**src/hdl/fis_pkg.sv**
```systemverilog
// Package for the frame interval statistics block: types, codes and constants.
// Used by fis_bucket_mem and frame_interval_statistics.
`timescale 1ns / 1ps
package fis_pkg;

   localparam int STAMP_W    = 63;
   localparam int IV_W       = 27;
   localparam int CNT_W      = 32;
   localparam int SUM_W      = 64;
   localparam int Q_W        = 17;
   localparam int BIDX_W     = 3;
   localparam int OP_W       = 2;
   localparam int BUCKETS    = 7;

   localparam logic [IV_W-1:0] MAX_INTERVAL = 27'd100000000;
   localparam logic [IV_W-1:0] BUDGET_RESET = 27'd16666667;

   localparam logic [OP_W-1:0] OP_STAMP  = 2'd0;
   localparam logic [OP_W-1:0] OP_PCTL   = 2'd1;
   localparam logic [OP_W-1:0] OP_BUCKET = 2'd2;

   localparam logic [1:0] CSR_BUDGET_ADDR = 2'd0;

   typedef enum logic [3:0] {
      S_IDLE,
      S_ST1,
      S_ST2,
      S_ST3,
      S_P_MUL,
      S_P_RANK,
      S_P_PASS,
      S_P_SCAN,
      S_P_DECIDE,
      S_BQ_RD,
      S_BQ_DATA,
      S_DONE
   } state_type;

   typedef struct packed {
      logic              en;
      logic [BIDX_W-1:0] addr;
      logic [CNT_W-1:0]  data;
   } bkt_wr_type;

   // Bucket edges are inclusive upper bounds; the last bucket takes the rest.
   function automatic logic [BIDX_W-1:0] bucket_of(input logic [IV_W-1:0] iv);
      logic [BIDX_W-1:0] b;
      if (iv <= 27'd8000000) begin
         b = 3'd0;
      end else if (iv <= 27'd12000000) begin
         b = 3'd1;
      end else if (iv <= 27'd15000000) begin
         b = 3'd2;
      end else if (iv <= 27'd16700000) begin
         b = 3'd3;
      end else if (iv <= 27'd20000000) begin
         b = 3'd4;
      end else if (iv <= 27'd33400000) begin
         b = 3'd5;
      end else begin
         b = 3'd6;
      end
      return b;
   endfunction

   function automatic logic [CNT_W-1:0] sat_inc(input logic [CNT_W-1:0] v);
      return (v == '1) ? v : v + 1'b1;
   endfunction

endpackage

```
**src/hdl/fis_bucket_mem.sv**
```systemverilog
// Histogram bucket counters in a small memory with per-entry valid bits.
// Depends on fis_pkg; an entry never written since reset reads as zero.
`timescale 1ns / 1ps
module fis_bucket_mem (
   input  logic                           clock,
   input  logic                           reset,
   input  fis_pkg::bkt_wr_type            wr,
   input  logic [fis_pkg::BIDX_W-1:0]     rd_addr,
   output logic [fis_pkg::CNT_W-1:0]      rd_data
);

   logic [fis_pkg::CNT_W-1:0]   mem [0:fis_pkg::BUCKETS-1];
   logic [fis_pkg::BUCKETS-1:0] valid_ff;
   logic [fis_pkg::BUCKETS-1:0] valid_in;
   logic [fis_pkg::CNT_W-1:0]   rd_data_ff;
   logic                        rd_valid_ff;

   always_comb begin
      valid_in = valid_ff;
      if (wr.en) begin
         valid_in[wr.addr] = 1'b1;
      end
   end

   always_ff @(posedge clock) begin
      if (reset) begin
         valid_ff    <= '0;
         rd_valid_ff <= 1'b0;
      end else begin
         valid_ff    <= valid_in;
         rd_valid_ff <= valid_ff[rd_addr];
      end
   end

   always_ff @(posedge clock) begin
      if (wr.en) begin
         mem[wr.addr] <= wr.data;
      end
      rd_data_ff <= mem[rd_addr];
   end

   assign rd_data = rd_valid_ff ? rd_data_ff : '0;

endmodule

```
**config.mk**
```make
export PLATFORM = sky130hd
export DESIGN_NAME = fis_bucket_mem
export DESIGN_NICKNAME = d
export VERILOG_FILES = /design/src/hdl/fis_pkg.sv /design/src/hdl/fis_bucket_mem.sv
export SDC_FILE = /design/constraint.sdc
export NUM_CORES = 1
export LEC_CHECK = 0
export ABC_AREA = 1
export CAP_MARGIN = 10
export CELL_PAD_IN_SITES_DETAIL_PLACEMENT = 2
export CELL_PAD_IN_SITES_GLOBAL_PLACEMENT = 2
export CORE_ASPECT_RATIO = 1.2
export CORE_UTILIZATION = 46
export DETAILED_ROUTE_END_ITERATION = 7
export DONT_BUFFER_PORTS = 1
export GPL_TIMING_DRIVEN = 0
export PLACE_DENSITY = 0.83
export SKIP_LAST_GASP = 1
export SLEW_MARGIN = 20
export SYNTH_ARGS = -nofsm -noshare
export SYNTH_HDL_FRONTEND = slang
export SYNTH_SLANG_ARGS = --single-unit
```
**constraint.sdc**
```tcl
create_clock -name clock -period 3.83 [get_ports clock]
set_input_delay 0.1915 -clock clock [delete_from_list [all_inputs] [get_ports clock]]
set_output_delay 0.1915 -clock clock [all_outputs]
set_load 0.005 [all_outputs]
```
### Yosys cells after proc, flatten, opt, wreduce, memory -nomap -nowiden

Memories as Yosys holds them, arrays and structs flattened. A register that Yosys moved wholly into a read port is not among the register bits.
Cells that the tools add are included.

* flip-flop bits (word level): 8
* bits in latches: 0
* RAM bits: 224
* memory bits (read-only): 0
* input port bits: 41
* logic and storage cells: 15
* memories kept: 1

Memory list
* mem: depth 7, width 32, read ports 1, clocked after memory_dff 1, write ports 1, RTL line fis_bucket_mem.sv:12 `logic [fis_pkg::CNT_W-1:0] mem [0:fis_pkg::BUCKETS-1];`

* add/subtract/negate cells: 0
* multipliers: 0
* div/mod/pow operators: 0
* magnitude comparators: 3
* eq/ne operators: 0
* shift operators: 0
* multiplexer cells: 7
* bitwise operators: 1
* reductions and logical operators: 1

Operator list (count)
* $mux 32: 1
* $lt 3x4->1 const B: 2
* $or 7x7->7: 1
* $mux 1: 4
* $bmux 1 s3: 1
* $demux 1 s3: 1
* $ge 3x1->1 const B: 1
* $logic_and 1x1->1: 1

### Longest topological paths before layout

Gate-level depths: netlist of the first run.

* word-level depth: 5
* gate-level depth with buffers: 9

### Worst setup path before layout of the first run

No wires, ideal clock.

* kind: input-to-reg
* start point: input port wr[35] in the netlist's numbering
* end point: memory mem[6][0] in the netlist's numbering (enable)
* library setup time: 0.387 ns
* arrival time: 1.125 ns
* data required time: 3.443 ns
* setup slack: 2.317 ns
* cell stages on the path: 4
* cell sequence: inv_1 -> nor2_1 -> nand3_1 -> inv_1

* word-level cells in the longest chain between the ends: 2

RTL lines
* start: declaration: RTL line fis_bucket_mem.sv:7 `input fis_pkg::bkt_wr_type wr,`
* $mux 1: RTL line fis_bucket_mem.sv:36 `if (wr.en) begin`
* $mux 1 (not written as such): RTL line fis_bucket_mem.sv:37 `mem[wr.addr] <= wr.data;`
* end: declaration: RTL line fis_bucket_mem.sv:12

Every way passes these cells.

### Final worst setup path of the first run

* start point: register rd_valid_ff
* end point: output port rd_data[2] in the netlist's numbering

* word-level cells in the longest chain between the ends: 1

RTL lines
* start: declaration: RTL line fis_bucket_mem.sv:16 `logic rd_valid_ff;`
* start signal: assignment: RTL line fis_bucket_mem.sv:31 `rd_valid_ff <= valid_ff[rd_addr];`
* $mux 32: RTL line fis_bucket_mem.sv:42 `assign rd_data = rd_valid_ff ? rd_data_ff : '0;`
* end: declaration: RTL line fis_bucket_mem.sv:9 `output logic [fis_pkg::CNT_W-1:0] rd_data`

Every way passes these cells.

==> summary.txt, run 1 <==
Detailed routing
  • DRT antenna net count: 0
  • Initial drt markers: 483
  • Drt pass-1 iters: 7
  • Vias per cell: 5.70
  • Number of remaining DRC errors: 15
  • Vias: roughly 7,300
  • Avg WL per Cell: 29.4 um
  • Post-Route WL: 37,900 um

Cells and area
  • Nets: 1,031
  • Design area: 12,200 um2
  • Layout cells sized above 1: 0.0949
  • Number of fill cells in the layout: 2,049
  • Final core occ: 0.558
  • Area Growth Syn to Fin: 18.1%

Synth
  • Yosys top cell area share: 0.654
  • Mean Syn Cell Area: about 11 um2
  • Distinct cells, synth: 17
  • Async S/R FF share, synth: 0
  • Netlist Area Pre-Place: 10,300 um2
  • Post-synth net total: 952
  • Ys Warns: 0
  • Top_reg_cell synth: edfxtp_1
  • Top-count cell post-synth: nand2_1
  • EDFF count, synth: ~220
  • Synth area leaders: edfxtp_1 (65%), nand2_1 (13%), dfxtp_1 (7.8%), inv_1 (3.0%), o211ai_1 (2.3%)
  • Post-Syn Instances: approximately 900
  • Area leader, netlist: edfxtp_1
  • Flop and latch count out of synthesis: 264
  • Seq/Total Area, Yosys: 0.732
  • Most instantiated cells after synthesis: nand2_1 (369), edfxtp_1 (224), inv_1 (83)

Flow run
  • Max-cap viol count: 0

Place
  • Detailed Place HPWL: 20,900 um
  • Final RePlAce weighted congestion: 0.738
  • PortBufs: 0
  • DP Area: approximately 11,000 um2
  • Pre-CTS setup slack: 2.28 ns

Clocking
  • Clk Latency, worst-skew pair: about 0.56 ns
  • Max clock buf depth: 3
  • CTS resizes: 0
  • Post-CTS Setup Bufs: 0
  • Num CTS Buffers: 28
  • Worst-path clk slew: 0.07 ns
  • CTS tree: built
  • Clk sinks: around 260
  • Root buffer cell: clkbuf_16
  • H-tree depth: 1

STA
  • Final period util: 0.586
  • Fin crit period: 2.25 ns
  • Endpoints failing hold: 0
  • Slew HR: 0.390
  • Setup WS post-layout: between 1.5 and 2 ns
  • Least-Margin Pin Slew: 0.915 ns
  • Setup_tns: 0 ns
  • Final setup vio count: 0
  • Pins Over Slew Limit: 0
  • Fmax: 0.445 GHz
  • RSZ-0062 raised after global routing: false
  • Worst Clk Skew: 0.0168 ns

Die
  • # IOs: 73
  • Die height: roughly 170 um
  • Core Area: between 20,000 and 25,000 um2
  • DIE WIDTH: 139 um
  • Die area: approximately 23,000 um2
  • # rows: 59
  • Starting density of the core: 0.472

Worst hold path
  • Min-delay worst type: in2reg
  • Worst hold start: rd_addr[2]

Critical path
  • CP delay by family, top: buffers and inverters
  • Max incr delay on CP: 0.72 ns
  • Setup crit end kind: output pin
  • Critical Path AT: 2.05 ns
  • Reg2reg start: mem[3][30]
  • Buf+Inv Stages, Crit Path: 2
  • Worst setup path start: rd_valid_ff
  • Kind of critical path: reg2out
  • Critical path's slowest cell: clkbuf_1
  • Required @ worst endpoint: around 3.6 ns
  • CP max FO: 10
  • Crit start category: register
  • Cell breakdown of the critical path: clkbuf_1 -> nand2_1 -> inv_1

Pwr
  • Worst vdd ir: 390 uV
  • PwrDens: roughly 540 nW/um2
  • Cell leakage power: around 0.005 uW

Outcome
  • Violated checks: DRC
  • Status: finished, violations left

Global routing
  • Initial antenna violation count: 3
  • Global route overflow: 0
  • Number of global-route vias before repair: 8,627
  • GRT Total Usage: 0.335
  • Largest net degree at the start of global routing: 21
  • Global-route wire length before repair: 55,600 um
==> layout by cell type (no fill, tap or decap) <==
master | Yosys | layout
edfxtp_1 | 224 | 224
clkinv_4 | 0 | 1
o21ai_1 | 28 | 28
buf_4 | 8 | 8
bufinv_16 | 0 | 2
clkbuf_8 | 0 | 3
inv_2 | 1 | 8
dfxtp_1 | 40 | 40
buf_6 | 8 | 8
dlygate4sd3_1 | 0 | 42
inv_6 | 0 | 1
inv_1 | 83 | 76
clkbuf_16 | 0 | 29
clkinv_1 | 0 | 2
buf_16 | 0 | 4
clkinv_2 | 0 | 8
buf_12 | 0 | 3
nand2_1 | 369 | 369
nor2_1 | 40 | 40
a21oi_1 | 6 | 6
o21a_1 | 1 | 1
o211ai_1 | 32 | 32
diode_2 | 0 | 3
buf_2 | 17 | 17
clkbuf_1 | 13 | 16
inv_4 | 1 | 1
clkinvlp_4 | 0 | 3
nand3_1 | 36 | 36
o21ai_0 | 4 | 4
==> registers in the layout (all words and copies together) (netlist names) <==
register	flops
rd_data_ff	32
mem	224
valid_ff	7
rd_valid_ff	1
==> cells by family after synthesis <==
kind of cell	count (synthesis)	synth area share
buf+inv	131	0.0589
simple gates	445	0.167
compound gates	71	0.0426
flops	264	0.732
==> repair_timing <==
item	in CTS	in global routing
endpoints found under the hold margin	232	0
endpoints found under the setup margin	0	0
hold buffers	42	0
==> worst paths after layout <==
kind                     to  slack [ns]  cells after the start
max              rd_data[2]        1.58                      3
min          rd_data_ff[29]        0.09                      3
max reg2reg  rd_data_ff[30]        2.67                      6
min reg2reg     valid_ff[5]        0.48                      2
==> power by group <==
part / total (uW) / switching, uW / internal [uW]
combinational: 468 / 336 / 132
sequential: 3280 / 46.3 / 3240
clock: 2800 / 1220 / 1580
==> layer usage <==
metal / vias to the layer above / wire, um / track usage
met5: - / 0 / 0
met4: 0 / 1530 / 0.158
met3: 95 / 1770 / 0.0533
met2: 243 / 20400 / 0.620
met1: 3847 / 14200 / 0.376
li1: 3161 / - / -
==> layout make-up <==
cell class | count | area (um2) | share of cell area
diodes | 3 | 7.51 | 0.000618
inverters | 85 | 322 | 0.0265
clock buffers | 35 | 778 | 0.0640
repair buffers | 49 | 591 | 0.0486
clock inverters | 17 | 148 | 0.0121
flip-flops and latches | 264 | 7530 | 0.619
plain buffers | 46 | 284 | 0.0234
well taps | 274 | 343 | 0.0282
multi-input cells | 516 | 2150 | 0.177
==> worst reg2reg max path: cells and delay by family (launching register included) <==
| family | cells | cell delay, ns |
|---|---|---|
| AOI/OAI and AO/OA | 1 | 0.12 |
| DFF | 1 | 0.44 |
| and+or+nand+nor | 5 | 0.49 |
==> metrics by stage <==
stage | cells | hold slack, ns | power, uW
2_1_floorplan | 911 | 0.261 | 3540
3_3_place_gp | 1185 | 0.262 | 3650
3_5_place_dp | 1192 | 0.266 | 3700
4_1_cts | 1286 | 0.0630 | 6510
5_1_grt | 1289 | 0.0838 | 6700
6_report | 1289 | 0.0902 | 6550
Note: power is estimated with default switching activity, not from simulation.
==> inputs of run 2 (changes only) <==
--- a/config.mk
+++ b/config.mk
@@ -10,11 +10,11 @@
 export CELL_PAD_IN_SITES_DETAIL_PLACEMENT = 2
 export CELL_PAD_IN_SITES_GLOBAL_PLACEMENT = 2
 export CORE_ASPECT_RATIO = 1.2
-export CORE_UTILIZATION = 46
+export CORE_UTILIZATION = 38
 export DETAILED_ROUTE_END_ITERATION = 7
 export DONT_BUFFER_PORTS = 1
 export GPL_TIMING_DRIVEN = 0
-export PLACE_DENSITY = 0.83
+export PLACE_DENSITY = 0.73
 export SKIP_LAST_GASP = 1
 export SLEW_MARGIN = 20
 export SYNTH_ARGS = -nofsm -noshare
==> constraint.sdc (replaced) <==
create_clock -name clock -period 2 [get_ports clock]
set_input_delay 0.1 -clock clock [delete_from_list [all_inputs] [get_ports clock]]
set_output_delay 0.1 -clock clock [all_outputs]
set_load 0.005 [all_outputs]
==> summary.txt, run 2 (synthesized netlist as in run 1, its figures left out) <==
Place
  • Pre-CTS setup slack: 0.517 ns (was 2.28 ns)
  • Final RePlAce weighted congestion: 0.709 (was 0.738)
  • PortBufs: 0 (unchanged)
  • Inst Count DP: 1,253 (was 1,192)
  • Detailed Place HPWL: 18,900 um (was 20,900 um)

Global routing
  • Global-route wire length before repair: 46,700 um (was 55,600 um)
  • GRT Total Usage: 0.227 (was 0.335)
  • Largest net degree at the start of global routing: 21 (unchanged)
  • Global route overflow: 0 (unchanged)
  • Number of global-route vias before repair: 7,921 (was 8,627)
  • Initial antenna violation count: 0 (was 3)

Cells and area
  • Multi-input gate area in the final layout: 2150 um2 (unchanged)
  • Layout cells sized above 1: 0.0950 (was 0.0949)
  • Most frequent cells in the layout: nand2_1 (369), edfxtp_1 (224), inv_1 (76), dlygate4sd3_1 (42) (unchanged)
  • Most common cell after layout, fill and taps aside: nand2_1 (unchanged)
  • Largest register by flop count: mem (unchanged)
  • Max reg flops: 224 (unchanged)
  • Largest regs: mem: 224 flops, rd_data_ff: 32 flops, valid_ff: 7 flops (unchanged)
  • Final core occ: 0.465 (was 0.558)
  • # diodes: 0 (was 3)
  • Number of fill cells in the layout: 2,644 (was 2,049)
  • Non-Filler Instances: 1,346 (was 1,289)
  • Area Growth Syn to Fin: 19.5% (was 18.1%)
  • Nets: 1,031 (unchanged)
  • Seq. cell area: 7530 um2 (unchanged)

Critical path
  • Reg2reg start: valid_ff[4] (was mem[3][30])
  • CP max FO: 17 (was 10)
  • Setup crit end kind: register (was output pin)
  • CP delay by family, top: buffers and inverters (unchanged)
  • FF-to-FF path depth: 3 (was 6)
  • Max incr delay on CP: 0.61 ns (was 0.72 ns)
  • Crit start category: input pin (was register)
  • Kind of critical path: in2reg (was reg2out)
  • Reg-to-reg endpoint: valid_ff[4] (was rd_data_ff[30])
  • Cell breakdown of the critical path: dlygate4sd3_1 -> nor2_1 -> dlygate4sd3_1 -> nand2_1 -> clkinv_2 -> buf_16 (was clkbuf_1 -> nand2_1 -> inv_1)
  • Critical path's slowest cell: dlygate4sd3_1 (was clkbuf_1)
  • R2R Setup Slk: 0.85 ns (was 2.67 ns)
  • Buf+Inv Stages, Crit Path: 4 (was 2)
  • Critical Path AT: 2.17 ns (was 2.05 ns)
  • Required @ worst endpoint: 2.24 ns (was 3.64 ns)
  • Crit-path most repeated cell: dlygate4sd3_1

Detailed routing
  • Post-Route WL: 30,400 um (was 37,900 um)
  • DRT antenna net count: 0 (unchanged)
  • Initial drt markers: 382 (was 483)
  • Vias: 6,897 (was 7,346)
  • Drt pass-1 iters: 6 (was 7)
  • Vias per cell: 5.12 (was 5.70)
  • Avg WL per Cell: 22.6 um (was 29.4 um)
  • Number of remaining DRC errors: 3 (was 15)

Clocking
  • Max clock buf depth: 3 (unchanged)
  • Worst-path clk slew: 0.06 ns (was 0.07 ns)
  • Clk sinks: 264 (unchanged)
  • Clk Latency, worst-skew pair: 0.54 ns (was 0.56 ns)
  • Post-CTS Setup Bufs: 0 (unchanged)
  • Num CTS Buffers: 28 (unchanged)
  • H-tree depth: 1 (unchanged)
  • CTS tree: built (unchanged)
  • Root buffer cell: clkbuf_16 (unchanged)

STA
  • Fin crit period: ~1.9 ns
  • Slew HR: 0.497 (was 0.390)
  • Hold slack: 0.0206 ns (was 0.0902 ns)
  • Endpoints failing hold: 0 (unchanged)
  • Fmax: between 0.5 and 0.6 GHz
  • Final period util: 0.966
  • Worst Clk Skew: 0.0100 ns (was 0.0168 ns)
  • RSZ-0062 raised after global routing: false (unchanged)
  • Final setup vio count: 0 (unchanged)
  • Least-Margin Pin Slew: 0.754 ns (was 0.915 ns)
  • Setup WS post-layout: 0.0675 ns (was 1.58 ns)
  • Pins Over Slew Limit: 0 (unchanged)

Pwr
  • Cell leakage power: 0.00502 uW (was 0.00498 uW)
  • Worst vdd ir: 766 uV (was 390 uV)
  • PwrDens: 1020 nW/um2 (was 539 nW/um2)
  • Total power: 12,600 uW (was 6550 uW)

Die
  • Starting density of the core: 0.389 (was 0.472)
  • Die height: 182 um (was 166 um)
  • Core Area: 26,400 um2 (was 21,800 um2)
  • DIE WIDTH: 152 um (was 139 um)
  • # IOs: 73 (unchanged)
  • Die area: 27,700 um2 (was 23,000 um2)
  • # rows: 65 (was 59)

Flow run
  • Max-cap viol count: 0 (unchanged)

Worst hold path
  • Hold path depth: 5 (was 3)
  • Hold path endpoint: rd_data_ff[29] (unchanged)
  • Min-delay worst type: in2reg (unchanged)
  • Worst hold start: rd_addr[1] (was rd_addr[2])

Outcome
  • Status: finished, violations left (unchanged)
  • Violated checks: DRC (unchanged)
-- run 2: cell count changes in the layout (fill, tap and decap cells not counted), sizes merged --
cell	delta
bufinv	+3
clkinv	+1
clkinvlp	-1
diode	-3
inv	-4
-- run 2: metrics by stage --
stage | area (um2) | setup TNS, ns
2_1_floorplan | 10300 | 0
3_3_place_gp | 10700 | -19.30
3_5_place_dp | 10900 | 0
4_1_cts | 12300 | 0
5_1_grt | 12300 | 0
6_report | 12300 | 0
-- run 2: area by class of cell --
type                            count  share of cell area
Buffer                             46              0.0234
Clock buffer                       35              0.0633
Clock inverter                     16              0.0167
Inverter                           85              0.0265
Multi-Input combinational cell    516               0.175
Sequential cell                   264               0.612
Tap cell                          335              0.0341
Timing Repair Buffer               49              0.0486
-- run 2: worst min-delay path, stage by stage --
cell,delay (ns)
buf_4,0.18
nand2_1,0.08
o21ai_0,0.06
nand2_1,0.05
nand2_1,0.05
-- run 2: what timing repair did --
item,in CTS,in global routing
hold buffers,42,0
endpoints found under the setup margin,9,59
hold endpoints to repair,235,0
gates resized for setup,2,5
-- run 2: how the worst max path moves through the flow --
stage / startpoint / end / slack [ns] / cells past startpoint
2_1_floorplan: wr[35] / mem[6][0] / 0.58 / 4
3_5_place_dp: rd_valid_ff / rd_data[23] / 0.52 / 3
6_report: wr[32] / mem[2][6] / 0.07 / 6
5_1_grt: wr[34] / mem[1][4] / 0.006 / 6
3_3_place_gp: wr[35] / mem[0][12] / -0.18 / 4
4_1_cts: wr[32] / mem[2][6] / 0.04 / 6
-- run 2: layer usage --
layer  vias to the layer above  global-route usage  share of wire
li1                       3168                   -              -
met3                        54              0.0335          0.035
met5                         -                   0              0
met4                         0              0.0653          0.022
met1                      3533               0.256           0.39
met2                       142               0.440           0.55
-- run 2: report_power, final --
part | switching (uW) | internal [uW] | leakage [uW]
combinational | 561 | 255 | 0.00217
clock | 2140 | 3380 | 0.000479
sequential | 65.8 | 6200 | 0.00237
total | 2760 | 9830 | 0.00502
